**config.mk**
```make
export PLATFORM = sky130hd
export DESIGN_NAME = cumulative_offset_width_decoder
export DESIGN_NICKNAME = d
export VERILOG_FILES = /design/src/hw/rtl/cowd_pkg.sv /design/src/hw/rtl/cowd_cfg.sv /design/src/hw/rtl/cowd_core.sv /design/src/hw/rtl/cumulative_offset_width_decoder.sv
export SDC_FILE = /design/constraint.sdc
export NUM_CORES = 1
export LEC_CHECK = 0
export ABC_CLOCK_PERIOD_IN_PS = 16900
export BUFFER_PORTS_ARGS = -buffer_cell sky130_fd_sc_hd__buf_2
export CAP_MARGIN = 10
export CORE_ASPECT_RATIO = 0.9
export CORE_UTILIZATION = 40
export CTS_BUF_LIST = sky130_fd_sc_hd__clkbuf_2 sky130_fd_sc_hd__clkbuf_4 sky130_fd_sc_hd__clkbuf_8
export DETAILED_ROUTE_END_ITERATION = 10
export SLEW_MARGIN = 20
export SYNTH_ARGS = -nofsm -noshare
export SYNTH_HDL_FRONTEND = slang
export SYNTH_SLANG_ARGS = --single-unit
```
**constraint.sdc**
```tcl
create_clock -name clk -period 16.9 [get_ports clk]
set_clock_uncertainty 0.2 [all_clocks]
set_input_delay 3.38 -clock clk [delete_from_list [all_inputs] [get_ports clk]]
set_output_delay 3.38 -clock clk [all_outputs]
set_load 0.02 [all_outputs]
```
**src/hw/rtl/cowd_pkg.sv**
```systemverilog
package cowd_pkg;

    localparam int ROW_W    = 32;
    localparam int LEN_W    = 35;
    localparam int BYTE_W   = 8;
    localparam int STATUS_W = 3;
    localparam int MODE_W   = 2;
    localparam int CFG_IDX_W = 1;

    // register indexes
    localparam logic [CFG_IDX_W-1:0] REG_ROW_COUNT     = 1'd0;
    localparam logic [CFG_IDX_W-1:0] REG_BUFFER_LENGTH = 1'd1;

    // offset width modes
    localparam logic [MODE_W-1:0] MODE_NARROW = 2'd0;
    localparam logic [MODE_W-1:0] MODE_WIDE16 = 2'd1;
    localparam logic [MODE_W-1:0] MODE_WIDE32 = 2'd2;

    // status codes
    localparam logic [STATUS_W-1:0] ST_OK           = 3'd0;
    localparam logic [STATUS_W-1:0] ST_BAD_PREFIX   = 3'd1;
    localparam logic [STATUS_W-1:0] ST_BAD_ZERO_ROW = 3'd2;
    localparam logic [STATUS_W-1:0] ST_LEN_MISMATCH = 3'd3;
    localparam logic [STATUS_W-1:0] ST_BAD_WIDTH    = 3'd4;
    localparam logic [STATUS_W-1:0] ST_DECREASING   = 3'd5;

    typedef struct packed {
        logic [ROW_W-1:0] row_count;
        logic [LEN_W-1:0] buffer_length;
    } cfg_t;

    typedef struct packed {
        logic                emit;
        logic [ROW_W-1:0]    row_size;
        logic                row_valid;
        logic [STATUS_W-1:0] status;
        logic                done_res;
    } res_t;

endpackage

```
**src/hw/rtl/cowd_cfg.sv**
```systemverilog
module cowd_cfg (
    input  logic                                clk,
    input  logic                                rst_n,
    input  logic                                wr_en,
    input  logic [cowd_pkg::CFG_IDX_W-1:0]      wr_index,
    input  logic [cowd_pkg::LEN_W-1:0]          wr_data,
    output cowd_pkg::cfg_t                      cfg
);

    logic [cowd_pkg::ROW_W-1:0] row_count_reg;
    logic [cowd_pkg::LEN_W-1:0] buffer_length_reg;

    // take register writes
    always_ff @(posedge clk or negedge rst_n)
    begin
        if (!rst_n)
        begin
            row_count_reg     <= '0;
            buffer_length_reg <= cowd_pkg::LEN_W'(1);
        end
        else if (wr_en)
        begin
            unique case (wr_index)
                cowd_pkg::REG_ROW_COUNT:
                    row_count_reg <= wr_data[cowd_pkg::ROW_W-1:0];
                cowd_pkg::REG_BUFFER_LENGTH:
                    buffer_length_reg <= wr_data;
                default:
                    ;
            endcase
        end
    end

    assign cfg.row_count     = row_count_reg;
    assign cfg.buffer_length = buffer_length_reg;

endmodule

```
**src/hw/rtl/cowd_core.sv**
```systemverilog
module cowd_core (
    input  logic                        clk,
    input  logic                        rst_n,
    input  cowd_pkg::cfg_t              cfg,
    input  logic                        fire,
    input  logic [cowd_pkg::BYTE_W-1:0] data_byte,
    output cowd_pkg::res_t              res
);

    localparam int WIDE_W = cowd_pkg::LEN_W + 1;

    logic [cowd_pkg::LEN_W-1:0]  pos_reg, pos_next;
    logic [cowd_pkg::MODE_W-1:0] mode_reg, mode_next;
    logic [cowd_pkg::ROW_W-1:0]  asm_reg, asm_next;
    logic [cowd_pkg::ROW_W-1:0]  prev_reg, prev_next;
    logic                        failed_reg, failed_next;

    logic [cowd_pkg::LEN_W-1:0]    len;
    logic [WIDE_W-1:0]             pos_inc;
    logic [WIDE_W-1:0]             len_w;
    logic [WIDE_W-1:0]             n_w;
    logic                          last;
    logic [cowd_pkg::STATUS_W-1:0] err;
    logic                          row_done;
    logic                          have_row;
    logic [cowd_pkg::ROW_W-1:0]    cum;
    logic [cowd_pkg::ROW_W-1:0]    size;
    logic [1:0]                    lanes_mask;
    logic [1:0]                    lane;
    logic [cowd_pkg::BYTE_W-1:0]   want;

    // decode one byte against the current buffer state
    always_comb
    begin
        len      = (cfg.buffer_length == '0) ? cowd_pkg::LEN_W'(1) : cfg.buffer_length;
        pos_inc  = {1'b0, pos_reg} + WIDE_W'(1);
        len_w    = {1'b0, len};
        n_w      = WIDE_W'(cfg.row_count);
        last     = (pos_inc >= len_w);
        err      = cowd_pkg::ST_OK;
        row_done = 1'b0;
        have_row = 1'b0;
        cum      = '0;
        size     = '0;
        mode_next = mode_reg;
        asm_next  = asm_reg;
        prev_next = prev_reg;
        lanes_mask = (mode_reg == cowd_pkg::MODE_WIDE16) ? 2'd1 : 2'd3;
        lane       = (pos_reg[1:0] - 2'd2) & lanes_mask;
        want       = (mode_reg == cowd_pkg::MODE_WIDE16) ? 8'd0 : 8'd1;

        if (failed_reg)
        begin
            // drop the rest of a failed buffer
        end
        else if (pos_reg == '0)
        begin
            // pick the format from prefix byte and registers
            if (data_byte != '0)
                err = cowd_pkg::ST_BAD_PREFIX;
            else if (cfg.row_count == '0)
            begin
                if (len != cowd_pkg::LEN_W'(1))
                    err = cowd_pkg::ST_BAD_ZERO_ROW;
            end
            else if (len_w == n_w + WIDE_W'(1))
                mode_next = cowd_pkg::MODE_NARROW;
            else if (len_w == (n_w << 1) + WIDE_W'(2))
                mode_next = cowd_pkg::MODE_WIDE16;
            else if (len_w == (n_w << 2) + WIDE_W'(2))
                mode_next = cowd_pkg::MODE_WIDE32;
            else
                err = cowd_pkg::ST_LEN_MISMATCH;
        end
        else if (mode_reg == cowd_pkg::MODE_NARROW)
        begin
            cum      = cowd_pkg::ROW_W'(data_byte);
            row_done = 1'b1;
        end
        else if (pos_reg == cowd_pkg::LEN_W'(1))
        begin
            // check the width byte
            if (data_byte != want)
                err = cowd_pkg::ST_BAD_WIDTH;
        end
        else
        begin
            // assemble a little-endian offset
            if (lane == 2'd0)
                asm_next = cowd_pkg::ROW_W'(data_byte);
            else
                asm_next = asm_reg | (cowd_pkg::ROW_W'(data_byte) << {lane, 3'b000});
            if (lane == lanes_mask)
            begin
                cum      = asm_next;
                row_done = 1'b1;
            end
        end

        // turn the offset into a row size
        if (row_done)
        begin
            if (cum < prev_reg)
                err = cowd_pkg::ST_DECREASING;
            else
            begin
                have_row  = 1'b1;
                size      = cum - prev_reg;
                prev_next = cum;
            end
        end

        res.emit      = (err != cowd_pkg::ST_OK) || have_row || (last && !failed_reg);
        res.row_size  = have_row ? size : '0;
        res.row_valid = have_row;
        res.status    = err;
        res.done_res  = (err != cowd_pkg::ST_OK) || last;

        // advance or clear at the buffer end
        if (last)
        begin
            pos_next    = '0;
            mode_next   = cowd_pkg::MODE_NARROW;
            asm_next    = '0;
            prev_next   = '0;
            failed_next = 1'b0;
        end
        else
        begin
            pos_next    = pos_inc[cowd_pkg::LEN_W-1:0];
            failed_next = failed_reg || (err != cowd_pkg::ST_OK);
        end
    end

    // hold buffer state between requests
    always_ff @(posedge clk or negedge rst_n)
    begin
        if (!rst_n)
        begin
            pos_reg    <= '0;
            mode_reg   <= cowd_pkg::MODE_NARROW;
            asm_reg    <= '0;
            prev_reg   <= '0;
            failed_reg <= 1'b0;
        end
        else if (fire)
        begin
            pos_reg    <= pos_next;
            mode_reg   <= mode_next;
            asm_reg    <= asm_next;
            prev_reg   <= prev_next;
            failed_reg <= failed_next;
        end
    end

endmodule

```
**src/hw/rtl/cumulative_offset_width_decoder.sv**
```systemverilog
// Path: an accepted byte is held in the input register; the result it causes, if any, goes to the result register.
// Throughput: one byte per cycle while results are taken; in_stall follows out_stall
// combinationally when both the input register and the result register hold a request.
// Reset: asynchronous, active low; clears buffer state and both pipeline valid
// flags, sets row_count to 0 and buffer_length to 1.
module cumulative_offset_width_decoder (
    input  logic                                clk,
    input  logic                                rst_n,
    input  logic                                wr_en,
    input  logic [cowd_pkg::CFG_IDX_W-1:0]      wr_index,
    input  logic [cowd_pkg::LEN_W-1:0]          wr_data,
    input  logic                                in_valid,
    output logic                                in_stall,
    input  logic [cowd_pkg::BYTE_W-1:0]         data_byte,
    output logic                                out_valid,
    input  logic                                out_stall,
    output logic [cowd_pkg::ROW_W-1:0]          row_size,
    output logic                                row_valid,
    output logic [cowd_pkg::STATUS_W-1:0]       status,
    output logic                                done_res
);

    cowd_pkg::cfg_t cfg;
    cowd_pkg::res_t res;

    logic                        in_valid_reg;
    logic [cowd_pkg::BYTE_W-1:0] in_byte_reg;
    logic                        out_valid_reg;
    cowd_pkg::res_t              out_reg;
    logic                        advance;
    logic                        fire;

    cowd_cfg u_cfg (
        .clk      (clk),
        .rst_n    (rst_n),
        .wr_en    (wr_en),
        .wr_index (wr_index),
        .wr_data  (wr_data),
        .cfg      (cfg)
    );

    cowd_core u_core (
        .clk       (clk),
        .rst_n     (rst_n),
        .cfg       (cfg),
        .fire      (fire),
        .data_byte (in_byte_reg),
        .res       (res)
    );

    // move on unless a result waits on a stalled consumer
    assign advance  = !(out_valid_reg && out_stall);
    assign fire     = in_valid_reg && advance;
    assign in_stall = in_valid_reg && !advance;

    // capture the incoming request
    always_ff @(posedge clk or negedge rst_n)
    begin
        if (!rst_n)
            in_valid_reg <= 1'b0;
        else if (in_valid && !in_stall)
            in_valid_reg <= 1'b1;
        else if (advance)
            in_valid_reg <= 1'b0;
    end

    always_ff @(posedge clk)
    begin
        if (in_valid && !in_stall)
            in_byte_reg <= data_byte;
    end

    // load the result register
    always_ff @(posedge clk or negedge rst_n)
    begin
        if (!rst_n)
            out_valid_reg <= 1'b0;
        else if (advance)
            out_valid_reg <= fire && res.emit;
    end

    always_ff @(posedge clk)
    begin
        if (fire && res.emit)
            out_reg <= res;
    end

    assign out_valid = out_valid_reg;
    assign row_size  = out_reg.row_size;
    assign row_valid = out_reg.row_valid;
    assign status    = out_reg.status;
    assign done_res  = out_reg.done_res;

endmodule

```
==> Yosys cells after proc, flatten, opt, wreduce, memory -nomap -nowiden <==
Index checks and enable logic that the tools add are counted.
{ "op_classes": {"add_sub_neg": 6, "n_lt_le_gt_ge": 2, "eq_ne": 16, "n_shift": 1, "n_mux": 49, "bitwise_logic": 5, "reduce_logical": 29} }
{ "op_table": {"columns": ["operator", "count"], "rows": [
  ["32-bit two-way mux", 14],
  ["35-bit by 36-bit equality test with 1-bit output", 3],
  ["35-bit zero test", 2],
  ["35-bit two-way mux", 2],
  ["35-bit by 1-bit adder with 36-bit output (second input constant)", 1],
  ["36-bit by 35-bit greater-or-equal comparator with 1-bit output", 1],
  ["34-bit by 2-bit adder with 35-bit output (second input constant)", 1],
  ["35-bit by 1-bit equality test with 1-bit output (second input constant)", 1],
  ["35-bit by 1-bit != test with 1-bit output (second input constant)", 1],
  ["33-bit by 2-bit adder with 34-bit output (second input constant)", 1],
  ["32-bit by 1-bit adder with 33-bit output (second input constant)", 1],
  ["3-bit two-way mux", 11],
  ["32-bit zero test", 1],
  ["32-bit < comparator", 1],
  ["32-bit bitwise OR", 1],
  ["8-bit by 5-bit left shift with 32-bit output", 1],
  ["32-bit subtractor", 1],
  ["2-bit two-way mux", 11],
  ["2-bit by 1-bit != test with 1-bit output (second input constant)", 7],
  ["1-bit two-way mux", 11],
  ["8-bit != test", 1],
  ["8-bit nonzero test", 1],
  ["1-bit logical AND", 6],
  ["6-bit AND reduction", 1],
  ["other kinds (16)", 26]
]} }
{ "totals": {"regBits": 216, "in_bits": 49, "out_inout_bits": 39} }

==> Longest topological paths before layout <==
Gate-level depths: netlist of run 1.
{ "depth": {"depth_word": 18, "ltp_mapped": 25, "depth_no_buf": 21} }

==> By module <==
A second synthesis of run 1 with hierarchy kept.
{ "unflattened": {"cells_unflattened": 1699, "hier_area_um2": 15706.3} }
{ "by_module_without_submodules": {"columns": ["mod", "n_inst", "cells_each", "area_each_um2", "seq_area_each_um2"], "rows": [
  ["cowd_core", 1, 1500, 11598.6, 2552.4],
  ["cowd_cfg", 1, 143, 2657.5, 1677.9],
  ["cumulative_offset_width_decoder", 1, 56, 1450.1, 1401.3]
]} }

==> Worst setup path after synthesis of run 1 <==
OpenSTA, ideal clock, no wires.
{ "synth_path": {"path_kind": "input -> output", "start": "input port out_stall", "end": "output port in_stall", "arrival_ps": 3619, "required_time_ps": 13320, "path_slack_ps": 9701, "cell_stages": 2, "cell_sequence": "nand3_1 -> inv_1"} }
{ "synth_via": {"elab_chain_cells": 2} }
{ "synth_rtl": {"columns": ["element", "line_no", "source"], "rows": [
  ["start, declared", "cumulative_offset_width_decoder.sv:16", "input logic out_stall,"],
  ["1-bit logical AND", "cumulative_offset_width_decoder.sv:52", "assign advance = !(out_valid_reg && out_stall);"],
  ["1-bit logical AND", "cumulative_offset_width_decoder.sv:54", "assign in_stall = in_valid_reg && !advance;"],
  ["end, declared", "cumulative_offset_width_decoder.sv:13", "output logic in_stall,"]
]} }
Every way passes these cells.

==> Worst setup path after layout of run 1 <==
Same ends and word-level chain as after synthesis.

==> results of run 1 <==
-- layout make-up --
| cell class | count | share of cell area [%] |
|---|---|---|
| Timing Repair Buffer | 103 | 3.418 |
| Sequential cell | 216 | 33.08 |
| Clock inverter | 17 | 0.8893 |
| Tap cell | 483 | 3.550 |
| Inverter | 90 | 1.984 |
| Clock buffer | 59 | 4.329 |
| Multi-Input combinational cell | 1240 | 52.75 |
-- power groups by stage --
stage                     combinational [mW]  clock, mW  sequential [mW]
after floorplan                        0.523          0            0.638
after global placement                 0.629          0            0.705
after detailed placement               0.634          0            0.706
after CTS                              0.638      0.570            0.697
after global routing                   0.711      0.593            0.707
final                                  0.642      0.552            0.701
-- worst max path at each step --
stage / start / end / slack (ns) / depth (start not counted)
after global routing: u_core.pos_reg[31] / u_core.prev_reg[3] / 9.06 / 22
after floorplan: out_stall / in_stall / 9.70 / 2
after global placement: out_stall / in_stall / 9.44 / 4
after detailed placement: out_stall / in_stall / 9.46 / 4
final: out_stall / in_stall / 9.47 / 4
after CTS: out_stall / in_stall / 9.46 / 4
-- worst register-to-register path: cells and delay by family, from the launching register on --
kind            cells  cell delay [ns]
buf+inv             4             0.89
flops               1             0.45
fa+ha+maj           2             0.39
simple gates        6             1.75
compound gates     10             3.39
-- metrics by stage --
| step | cell area (um^2) | power [mW] | hold slack (ns) |
|---|---|---|---|
| global placement | 16110 | 1.335 | 0.2735 |
| global route | 17020 | 2.011 | 0.3100 |
| CTS | 17000 | 1.905 | 0.2944 |
| floorplan | 15460 | 1.161 | 0.2655 |
| detailed placement | 16110 | 1.340 | 0.2808 |
| finish | 17020 | 1.895 | 0.2899 |
-- kinds of logic (layout without fill, tap and decap cells) --
| kind of cell | Yosys count | in the layout | synth area share [%] |
|---|---|---|---|
| xor+xnor | 145 | 145 | 9.284 |
| compound gates | 394 | 394 | 18.11 |
| simple gates | 560 | 560 | 19.77 |
| fa+ha+maj | 66 | 66 | 5.334 |
| buf+inv | 215 | 269 | 5.682 |
| mux | 75 | 75 | 5.391 |
| flops | 216 | 216 | 36.43 |
-- layer usage --
| layer | global-route usage [%] | routed length (um) | vias to the layer above |
|---|---|---|---|
| met4 | 6.900 | 979 | 0 |
| met2 | 34.28 | 19250 | 470 |
| met5 | 0 | 0 | - |
| met1 | 35.42 | 22380 | 6526 |
| li1 | - | - | 6208 |
| met3 | 4.817 | 3458 | 74 |
-- placed cells by master (no fill, tap or decap), types with 9 or more instances in the layout --
master,netlist,layout
sky130_fd_sc_hd__and3_1,21,21
sky130_fd_sc_hd__buf_2,26,86
sky130_fd_sc_hd__inv_1,89,89
sky130_fd_sc_hd__xnor2_1,74,74
sky130_fd_sc_hd__o31ai_1,15,15
sky130_fd_sc_hd__and4_1,19,19
sky130_fd_sc_hd__buf_4,6,15
sky130_fd_sc_hd__clkbuf_4,0,12
sky130_fd_sc_hd__mux2i_1,9,9
sky130_fd_sc_hd__edfxtp_1,45,45
sky130_fd_sc_hd__ha_1,61,61
sky130_fd_sc_hd__nor2b_1,19,18
sky130_fd_sc_hd__and2_1,16,16
sky130_fd_sc_hd__or4_1,10,10
sky130_fd_sc_hd__o21ai_0,70,70
sky130_fd_sc_hd__a21oi_1,77,77
sky130_fd_sc_hd__nand2b_1,13,12
sky130_fd_sc_hd__a211oi_1,15,15
sky130_fd_sc_hd__nor3_1,57,57
sky130_fd_sc_hd__a22o_1,69,69
sky130_fd_sc_hd__or3_1,16,16
sky130_fd_sc_hd__xor2_1,59,59
sky130_fd_sc_hd__clkbuf_8,0,47
sky130_fd_sc_hd__mux2_2,66,66
sky130_fd_sc_hd__nor2_1,114,113
sky130_fd_sc_hd__dfrtp_1,170,170
sky130_fd_sc_hd__nand3_1,47,47
sky130_fd_sc_hd__a21o_1,33,33
sky130_fd_sc_hd__nor4_1,46,46
sky130_fd_sc_hd__xnor3_1,12,12
sky130_fd_sc_hd__nand4_1,40,40
sky130_fd_sc_hd__nand2_1,103,103
==> impl_metrics.toml, run 1 <==
[run_status]
outcome = "finished, final reports clean"

[power]
power-per-cell-area_nw_per_um2 = 111.3
power.share.clock_pct = 29.1
intPower_mw = 1.176
power.share.switching_pct = 37.94
cellLeakagePower_nw = 7.149
comb_power_share_pct = 33.9
vdd_drop_max_mv = 0.06062
power.share.sequential_pct = 37.0
net-switching-power_mw = 0.7191

[die]
design.core.area_um2 = 37640
io_pins = 88
fp.dieW_um = 209.2
fp.dieH_um = 188.5
row_count = 67
initial_utilization_pct = 41.07
floorplan.die_area_um2 = 39440

[clock_tree]
cts-root-buf = "sky130_fd_sc_hd__clkbuf_8"
cts_tree = "yes"
cts_buffer_depth = 3
h_tree_levels = 2
post_cts_hold_buffers = 0
cts.sinks = 216
cts_inserted_buffers = 41
clkLatencyLatePin_ns = 0.61
post_cts.resized_instances = 0
clk_pin_slew_ns = 0.06
cts_setup_buffers = 0

[synth]
mappedNetlistNets = 1782
ys_async_sr_fraction_pct = 79.17
synth.yosys.seq_area_share_pct = 36.43
area_share_of_the_leading_cell_type_in_the_synthesized_netlist_pct = 27.52
synth.avg_cell_area_um2 = 9.251
synth_edf_count = 45
total_of_flip_flops_plus_latches_after_synthesis = 216
most_frequently_used_cell_type_in_the_post_synthesis_netlist = "sky130_fd_sc_hd__dfrtp_1"
synthTopCellsByArea = "sky130_fd_sc_hd__dfrtp_1, sky130_fd_sc_hd__edfxtp_1, sky130_fd_sc_hd__ha_1"
yosys.area.top_type = "sky130_fd_sc_hd__dfrtp_1"
synth.top_cells.by_count = "sky130_fd_sc_hd__dfrtp_1, sky130_fd_sc_hd__nor2_1, sky130_fd_sc_hd__nand2_1, sky130_fd_sc_hd__inv_1, sky130_fd_sc_hd__clkbuf_1"
mappedNetlistArea_um2 = 15460
netlist_instances = 1671
postSynth.topFlopCell = "sky130_fd_sc_hd__dfrtp_1"
yosys_warnings = 0
post_synth_num_cell_types = 91

[detailed_routing]
wl_per_cell_um = 20.86
initial_drc_count = 1190
routed-via-count = 13280
drc = 0
first_pass_iters = 5
wirelength_um = 46070
route.antenna.remaining_nets = 0
via_per_inst = 6.014

[critical_path]
worst_path_most_repeated_cell = "sky130_fd_sc_hd__buf_2"
slowest_delay_ns = 0.16
worst_r2r_startpoint = "u_core.pos_reg[31]"
worstPathCellList = "buf_2, nand3_1, inv_1, buf_2"
data_required_time_of_the_critical_path_ns = 13.32
critical_path_arrival_ns = 3.85
r2r_cells = 22
critical_path.startpoint_type = "input pin"
cp_num_buf_inv = 3
worstSetupEndpointType = "primary output"
timing_worst_setup_path_type = "in -> out"
crit_fanout = 3
critPathTopFamily = "buffers and inverters"
cpMaxStageDelayCell = "sky130_fd_sc_hd__buf_2"
setup.reg_to_reg.worst_slack_ns = 9.76
r2r-end = "u_core.prev_reg[3]"

[global_routing]
first_global_vias = 12810
wire_length_of_the_first_global_routing_pass_um = 74020
global_route.usage.total_pct = 23.74
number_of_antenna_violations_at_the_first_check_in_global_routing = 0
grt_max_degree = 98
grt_overflow_total = 0

[finish]
area_delta_synth_final_pct = 10.13
multiInputGateArea_um2 = 8980
fillerInstances = 3645
share_of_cells_above_drive_strength_1_pct = 16.23
antenna-diode-count = 0
final_core_util_pct = 45.23
final_net_count = 1803
final_cells = 2208
ff_latch_area_um2 = 5632

[place]
dp.final_hpwl_um = 33370
dp_cells = 2131
place.port_buffers = 87
pre_cts_slack_ns = 9.456
gp_congestion = 0.9305

[sta]
worst_margin_pin_slew_ns = 1.132
finalCritPeriodShare_pct = 43.94
setup_viol_count_final = 0
upper_clock_frequency_limit_ghz = 0.1347
slew_headroom_pct = 24.54
finalCriticalPeriod_ns = 7.426
timing.setup.tns_ns = 0
final_critical_path_setup_slack_ns = 9.474
finalHoldViolCount = 0
finalMaxSlewViolations = 0
grt_setup_unrepaired = "false"

[hold_path]
timing.hold.worst.class = "reg -> reg"
hold_path_depth = 1
worst_hold_path.endpoint = "u_core.asm_reg[7]"
worst_hold_startpoint = "u_core.asm_reg[7]"

[flow_run]
cap_violations = 0
Note: power is estimated with default switching activity, not from simulation.
==> run 2, diff against run 1 <==
Settings changed: ABC_CLOCK_PERIOD_IN_PS 16900 to 7060.
Clock period 16.9 ns to 7.06 ns, I/O delays scaled along.
==> impl_metrics.toml, run 2 (synthesized netlist as in run 1, its figures left out) <==
[clock_tree]
h_tree_levels = 2
cts_inserted_buffers = 41
cts_tree = "yes"
clkLatencyLatePin_ns = 0.62
cts.sinks = 216
cts_setup_buffers = 0
clk_pin_slew_ns = 0.06
post_cts.resized_instances = 0
post_cts_hold_buffers = 0
cts_buffer_depth = 3
cts-root-buf = "sky130_fd_sc_hd__clkbuf_8"

[run_status]
outcome = "finished, final reports clean"

[finish]
final_cell_area_um2 = 17130
fillerInstances = 3604
final_core_util_pct = 45.50
final_cells = 2217
final_net_count = 1813
area_delta_synth_final_pct = 10.79
mostFrequentLayoutCell = "sky130_fd_sc_hd__dfrtp_1"
most-common-layout-cells = "sky130_fd_sc_hd__dfrtp_1, sky130_fd_sc_hd__nor2_1, sky130_fd_sc_hd__nand2_1"
antenna-diode-count = 0
share_of_cells_above_drive_strength_1_pct = 16.90

[place]
pre_cts_slack_ns = 0.6470
postPlaceCellArea_um2 = 16180
place.port_buffers = 87
dp_cells = 2141
dp.final_hpwl_um = 33800
gp_congestion = 0.9538

[sta]
upper_clock_frequency_limit_ghz = 0.1509
finalMaxSlewViolations = 0
grt_setup_unrepaired = "false"
timing.setup.tns_ns = 0
setup_viol_count_final = 0
slew_headroom_pct = 30.94
timing.hold.ws_ns = 0.2960
final_critical_path_setup_slack_ns = 0.4338
finalCriticalPeriod_ns = 6.626
finalHoldViolCount = 0
finalCritPeriodShare_pct = 93.86
worst_margin_pin_slew_ns = 1.028

[power]
cellLeakagePower_nw = 7.209
power-per-cell-area_nw_per_um2 = 268.9
design_power_total_mw = 4.605
vdd_drop_max_mv = 0.1398

[critical_path]
worstSetupEndpointType = "flip-flop"
setup.reg_to_reg.worst_slack_ns = 0.43
critical_path.startpoint_type = "flip-flop"
data_required_time_of_the_critical_path_ns = 7.15
r2r_cells = 19
cpMaxStageDelayCell = "sky130_fd_sc_hd__a311oi_1"
crit_fanout = 37
worst_r2r_startpoint = "u_core.pos_reg[31]"
critical_path_arrival_ns = 6.72
timing_worst_setup_path_type = "reg -> reg"
slowest_delay_ns = 0.71
worst_path_most_repeated_cell = "sky130_fd_sc_hd__o21ai_0"
r2r-end = "row_size[0]"
worstPathCellList = "nor4_1, nand4_1, o41ai_1, a21oi_1, o21ai_0, buf_4, nor2_1, ha_1, nor2b_1, o21ai_0, a21boi_0, o311ai_0, a311oi_1, o21ai_0, a21bo_2, or3_1, o21ai_2, a31oi_4, buf_4"

[global_routing]
wire_length_of_the_first_global_routing_pass_um = 73930
number_of_antenna_violations_at_the_first_check_in_global_routing = 0
grt_max_degree = 64
grt_overflow_total = 0
global_route.usage.total_pct = 23.78
first_global_vias = 12700

[hold_path]
timing.hold.worst.class = "reg -> reg"
hold_path_depth = 1
worst_hold_path.endpoint = "u_core.asm_reg[0]"
worst_hold_startpoint = "u_core.asm_reg[0]"

[detailed_routing]
route.antenna.remaining_nets = 0
drc = 0
total_met3_wirelength_after_detailed_routing_um = 3843
met2WireLength_um = 19360
routed-via-count = 13220
initial_drc_count = 1177
first_pass_iters = 5
wl_per_cell_um = 20.90
wirelength_um = 46340
via_per_inst = 5.962
routed.top_layer = "met4"
wl_met1_um = 22340

[die]
initial_utilization_pct = 41.07
row_count = 67
fp.dieH_um = 188.5
floorplan.die_area_um2 = 39440
fp.dieW_um = 209.2
io_pins = 88
design.core.area_um2 = 37640

[flow_run]
cap_violations = 0
[run 2: changes by cell type in the layout (fill, tap and decap cells not counted), sizes merged]
cell / delta
clkinv: -11
clkbuf: +12
buf: +9
bufinv: -1
[run 2: area by class of cell]
cell class / count / area (um^2) / area share (%)
clock buffer: 70 / 857.1 / 5.004
clock inverter: 5 / 71.32 / 0.4164
inverter: 90 / 337.8 / 1.973
multi-input combinational: 1240 / 8987 / 52.48
sequential: 216 / 5632 / 32.88
tap: 483 / 604.3 / 3.529
timing repair buffer: 113 / 636.9 / 3.719
[run 2: how the worst max path moves through the flow]
stage,start,end,depth (start not counted)
final,u_core.pos_reg[31],row_size[0],19
after detailed placement,u_core.pos_reg[31],row_size[0],19
after global routing,u_core.pos_reg[6],row_size[24],19
after floorplan,u_core.pos_reg[25],done_res,21
after global placement,u_core.pos_reg[6],row_size[3],19
after CTS,u_core.pos_reg[31],row_size[24],19
[run 2: where the power goes]
group / internal [mW] / total [mW] / switching [mW]
Combinational: 0.655 / 1.56 / 0.904
Clock: 0.805 / 1.38 / 0.573
Sequential: 1.41 / 1.67 / 0.259
Total: 2.87 / 4.61 / 1.74
[run 2: layer usage]
metal  track usage (%)  vias to the layer above
li1                  -                     6228
met1             35.72                     6377
met2             34.06                      558
met3             4.717                       55
met4             7.014                        0
met5                 0                        -
[run 2: worst max-delay path: cells and delay by family, from the launching register on]
kind / cells / cell delay, ns
buffers and inverters: 2 / 0.55
AO/OA/AOI/OAI: 11 / 3.39
AND/OR/NAND/NOR: 5 / 1.38
adder cells (fa/ha/maj): 1 / 0.31
flip-flops: 1 / 0.46
==> run 3, diff against run 2 <==
Settings changed: ABC_AREA set to 1, BUFFER_PORTS_ARGS -buffer_cell sky130_fd_sc_hd__buf_2 to not set, CORE_UTILIZATION 40 to 55, DONT_BUFFER_PORTS set to 1, PLACE_DENSITY set to 0.7.
==> impl_metrics.toml, run 3 <==
[synth]
post_synth_xor_area_fraction_pct = 4.481
yosys_warnings = 0
synth_compound_gate_area_share_pct = 12.62
netlist_instances = 2234
yosys-mux-area-fraction_pct = 0
postSynth.topFlopCell = "sky130_fd_sc_hd__dfrtp_1"
area_share_of_the_leading_cell_type_in_the_synthesized_netlist_pct = 27.55
ys_async_sr_fraction_pct = 79.17
synthTopCellsByArea = "sky130_fd_sc_hd__dfrtp_1, sky130_fd_sc_hd__nand2_1, sky130_fd_sc_hd__edfxtp_1"
yosys.area.top_type = "sky130_fd_sc_hd__dfrtp_1"
synth.yosys.seq_area_share_pct = 36.47
most_frequently_used_cell_type_in_the_post_synthesis_netlist = "sky130_fd_sc_hd__nand2_1"
synth.top_cells.by_count = "sky130_fd_sc_hd__nand2_1, sky130_fd_sc_hd__inv_1, sky130_fd_sc_hd__nor2_1, sky130_fd_sc_hd__nand3_1, sky130_fd_sc_hd__dfrtp_1"
post_synth_and_or_nand_nor_area_fraction_pct = 31.03
post_synth_num_cell_types = 58
synth_edf_count = 45
total_of_flip_flops_plus_latches_after_synthesis = 216
dominant_combinational_cell_family_by_area_after_synthesis = "simple AND/OR/NAND/NOR gates"
synth.avg_cell_area_um2 = 6.912
mappedNetlistNets = 2345
mappedNetlistArea_um2 = 15440
yosys.area_share.adder_pct = 5.073

[sta]
setup_viol_count_final = 0
finalCriticalPeriod_ns = 5.924
upper_clock_frequency_limit_ghz = 0.1688
worst_margin_pin_slew_ns = 1.029
final_critical_path_setup_slack_ns = 1.136
finalMaxSlewViolations = 0
timing.hold.ws_ns = 0.3131
finalCritPeriodShare_pct = 83.92
slew_headroom_pct = 31.18
finalHoldViolCount = 0
grt_setup_unrepaired = "false"
timing.setup.tns_ns = 0

[finish]
antenna-diode-count = 0
final_net_count = 2311
final_core_util_pct = 59.93
share_of_cells_above_drive_strength_1_pct = 5.787
mostFrequentLayoutCell = "sky130_fd_sc_hd__nand2_1"
final_cell_area_um2 = 16370
ff_latch_area_um2 = 5632
multiInputGateArea_um2 = 8230
area_delta_synth_final_pct = 6.012
most-common-layout-cells = "sky130_fd_sc_hd__nand2_1, sky130_fd_sc_hd__inv_1, sky130_fd_sc_hd__nor2_1"
fillerInstances = 2597

[critical_path]
setup.reg_to_reg.worst_slack_ns = 1.14
worst_r2r_startpoint = "u_core.pos_reg[0]"
data_required_time_of_the_critical_path_ns = 7.07
r2r_cells = 24
critical_path.startpoint_type = "flip-flop"
crit_fanout = 34
r2r-end = "row_size[4]"
timing_worst_setup_path_type = "reg -> reg"
critical_path_arrival_ns = 5.94
worstSetupEndpointType = "flip-flop"

[clock_tree]
post_cts.resized_instances = 0
cts_buffer_depth = 3
post_cts_hold_buffers = 0
cts_inserted_buffers = 39
cts-root-buf = "sky130_fd_sc_hd__clkbuf_8"
h_tree_levels = 2
clkLatencyLatePin_ns = 0.58
cts_setup_buffers = 0
cts_tree = "yes"
cts.sinks = 216
clk_pin_slew_ns = 0.06

[detailed_routing]
via_per_inst = 5.741
first_pass_iters = 6
initial_drc_count = 1661
routed-via-count = 14830
wirelength_um = 46550
route.antenna.remaining_nets = 0
wl_per_cell_um = 18.02
drc = 0

[place]
pre_cts_slack_ns = 1.240
postPlaceCellArea_um2 = 15580
place.port_buffers = 0
gp_congestion = 0.9639
dp.final_hpwl_um = 36050

[global_routing]
grtUsageMet3_pct = 7.599
met1_track_utilization_from_global_routing_pct = 51.68
wire_length_of_the_first_global_routing_pass_um = 72650
number_of_antenna_violations_at_the_first_check_in_global_routing = 0
grt_overflow_total = 0
global_route.usage.total_pct = 32.72
global_routing_met2_resource_utilization_pct = 43.80
first_global_vias = 13530
global_route.peak_usage_layer = "met1"
grt_max_degree = 172

[power]
vdd_drop_max_mv = 0.2139
cellLeakagePower_nw = 7.934
power-per-cell-area_nw_per_um2 = 334.5

[hold_path]
worst_hold_path.endpoint = "u_core.asm_reg[7]"
worst_hold_startpoint = "u_core.asm_reg[7]"
timing.hold.worst.class = "reg -> reg"
hold_path_depth = 2

[die]
io_pins = 88
design.core.area_um2 = 27310
row_count = 57
initial_utilization_pct = 56.53
fp.dieW_um = 178.6
floorplan.die_area_um2 = 28750
fp.dieH_um = 161.0

[run_status]
outcome = "finished, final reports clean"

[flow_run]
cap_violations = 0
## run 3: worst max-delay path by stage
| stage | from | end | slack [ns] | depth (start not counted) |
|---|---|---|---|---|
| 3_5_place_dp | u_core.pos_reg[0] | row_size[14] | 1.24 | 24 |
| 6_report | u_core.pos_reg[0] | row_size[4] | 1.14 | 24 |
| 5_1_grt | u_core.pos_reg[0] | row_size[19] | 0.78 | 24 |
| 4_1_cts | u_core.pos_reg[0] | row_size[4] | 1.20 | 24 |
| 2_1_floorplan | u_core.pos_reg[0] | done_res | 1.78 | 25 |
| 3_3_place_gp | u_core.pos_reg[0] | u_core.asm_reg[13] | 1.34 | 21 |
## run 3: layer usage
layer  wire (um)  vias to the layer above
li1            -                     7210
met1       22360                     6858
met3        4939                       78
met5           0                        -
met2       18230                      682
met4        1015                        0
## run 3: stage by stage
step | total power [mW] | std cells
6_report | 5.475 | 2583
5_1_grt | 5.858 | 2583
4_1_cts | 5.444 | 2583
3_5_place_dp | 4.223 | 2513
3_3_place_gp | 4.169 | 2513
2_1_floorplan | 3.630 | 2234
## run 3: cell type report
| cell class | instances | share of cell area [%] |
|---|---|---|
| timing repair buffer | 9 | 0.4128 |
| clock buffer | 63 | 4.494 |
| inverter | 324 | 7.430 |
| multi-input combinational | 1610 | 50.28 |
| clock inverter | 7 | 0.2752 |
| tap | 354 | 2.706 |
| sequential | 216 | 34.40 |
## run 3: power breakdown
part / switching [mW] / total, mW / leakage (nW) / internal, mW
combinational: 1.56 / 2.30 / 4.94 / 0.746
clock: 0.548 / 1.21 / 0.423 / 0.661
sequential: 0.330 / 1.96 / 2.57 / 1.63
total: 2.43 / 5.47 / 7.93 / 3.04
## run 3: worst max-delay path, cell delays in order (launching register included)
cell,delay (ns)
sky130_fd_sc_hd__dfrtp_1,0.68
sky130_fd_sc_hd__inv_1,0.30
sky130_fd_sc_hd__ha_1,0.31
sky130_fd_sc_hd__a41oi_1,0.35
sky130_fd_sc_hd__o21ai_2,0.22
sky130_fd_sc_hd__inv_1,0.18
sky130_fd_sc_hd__and2_1,0.17
sky130_fd_sc_hd__inv_1,0.05
sky130_fd_sc_hd__ha_1,0.20
sky130_fd_sc_hd__fa_1,0.40
sky130_fd_sc_hd__inv_1,0.07
sky130_fd_sc_hd__nand3_1,0.06
sky130_fd_sc_hd__nand2_1,0.13
sky130_fd_sc_hd__a21oi_1,0.13
sky130_fd_sc_hd__o21ai_1,0.23
sky130_fd_sc_hd__a21boi_1,0.16
sky130_fd_sc_hd__o21ai_1,0.19
sky130_fd_sc_hd__a21o_1,0.27
sky130_fd_sc_hd__nand2_1,0.08
sky130_fd_sc_hd__nand2_1,0.15
sky130_fd_sc_hd__nand2_2,0.08
sky130_fd_sc_hd__inv_2,0.19
sky130_fd_sc_hd__nand2_2,0.14
sky130_fd_sc_hd__nand3_2,0.17
sky130_fd_sc_hd__buf_4,0.41
## run 3: cell families (layout without fill, tap and decap cells)
family                   after synthesis  in the layout
flip-flops                           216            216
buffers and inverters                408            403
AND/OR/NAND/NOR                     1119           1119
adder cells (fa/ha/maj)               62             62
XOR/XNOR                              79             79
AO/OA/AOI/OAI                        350            350
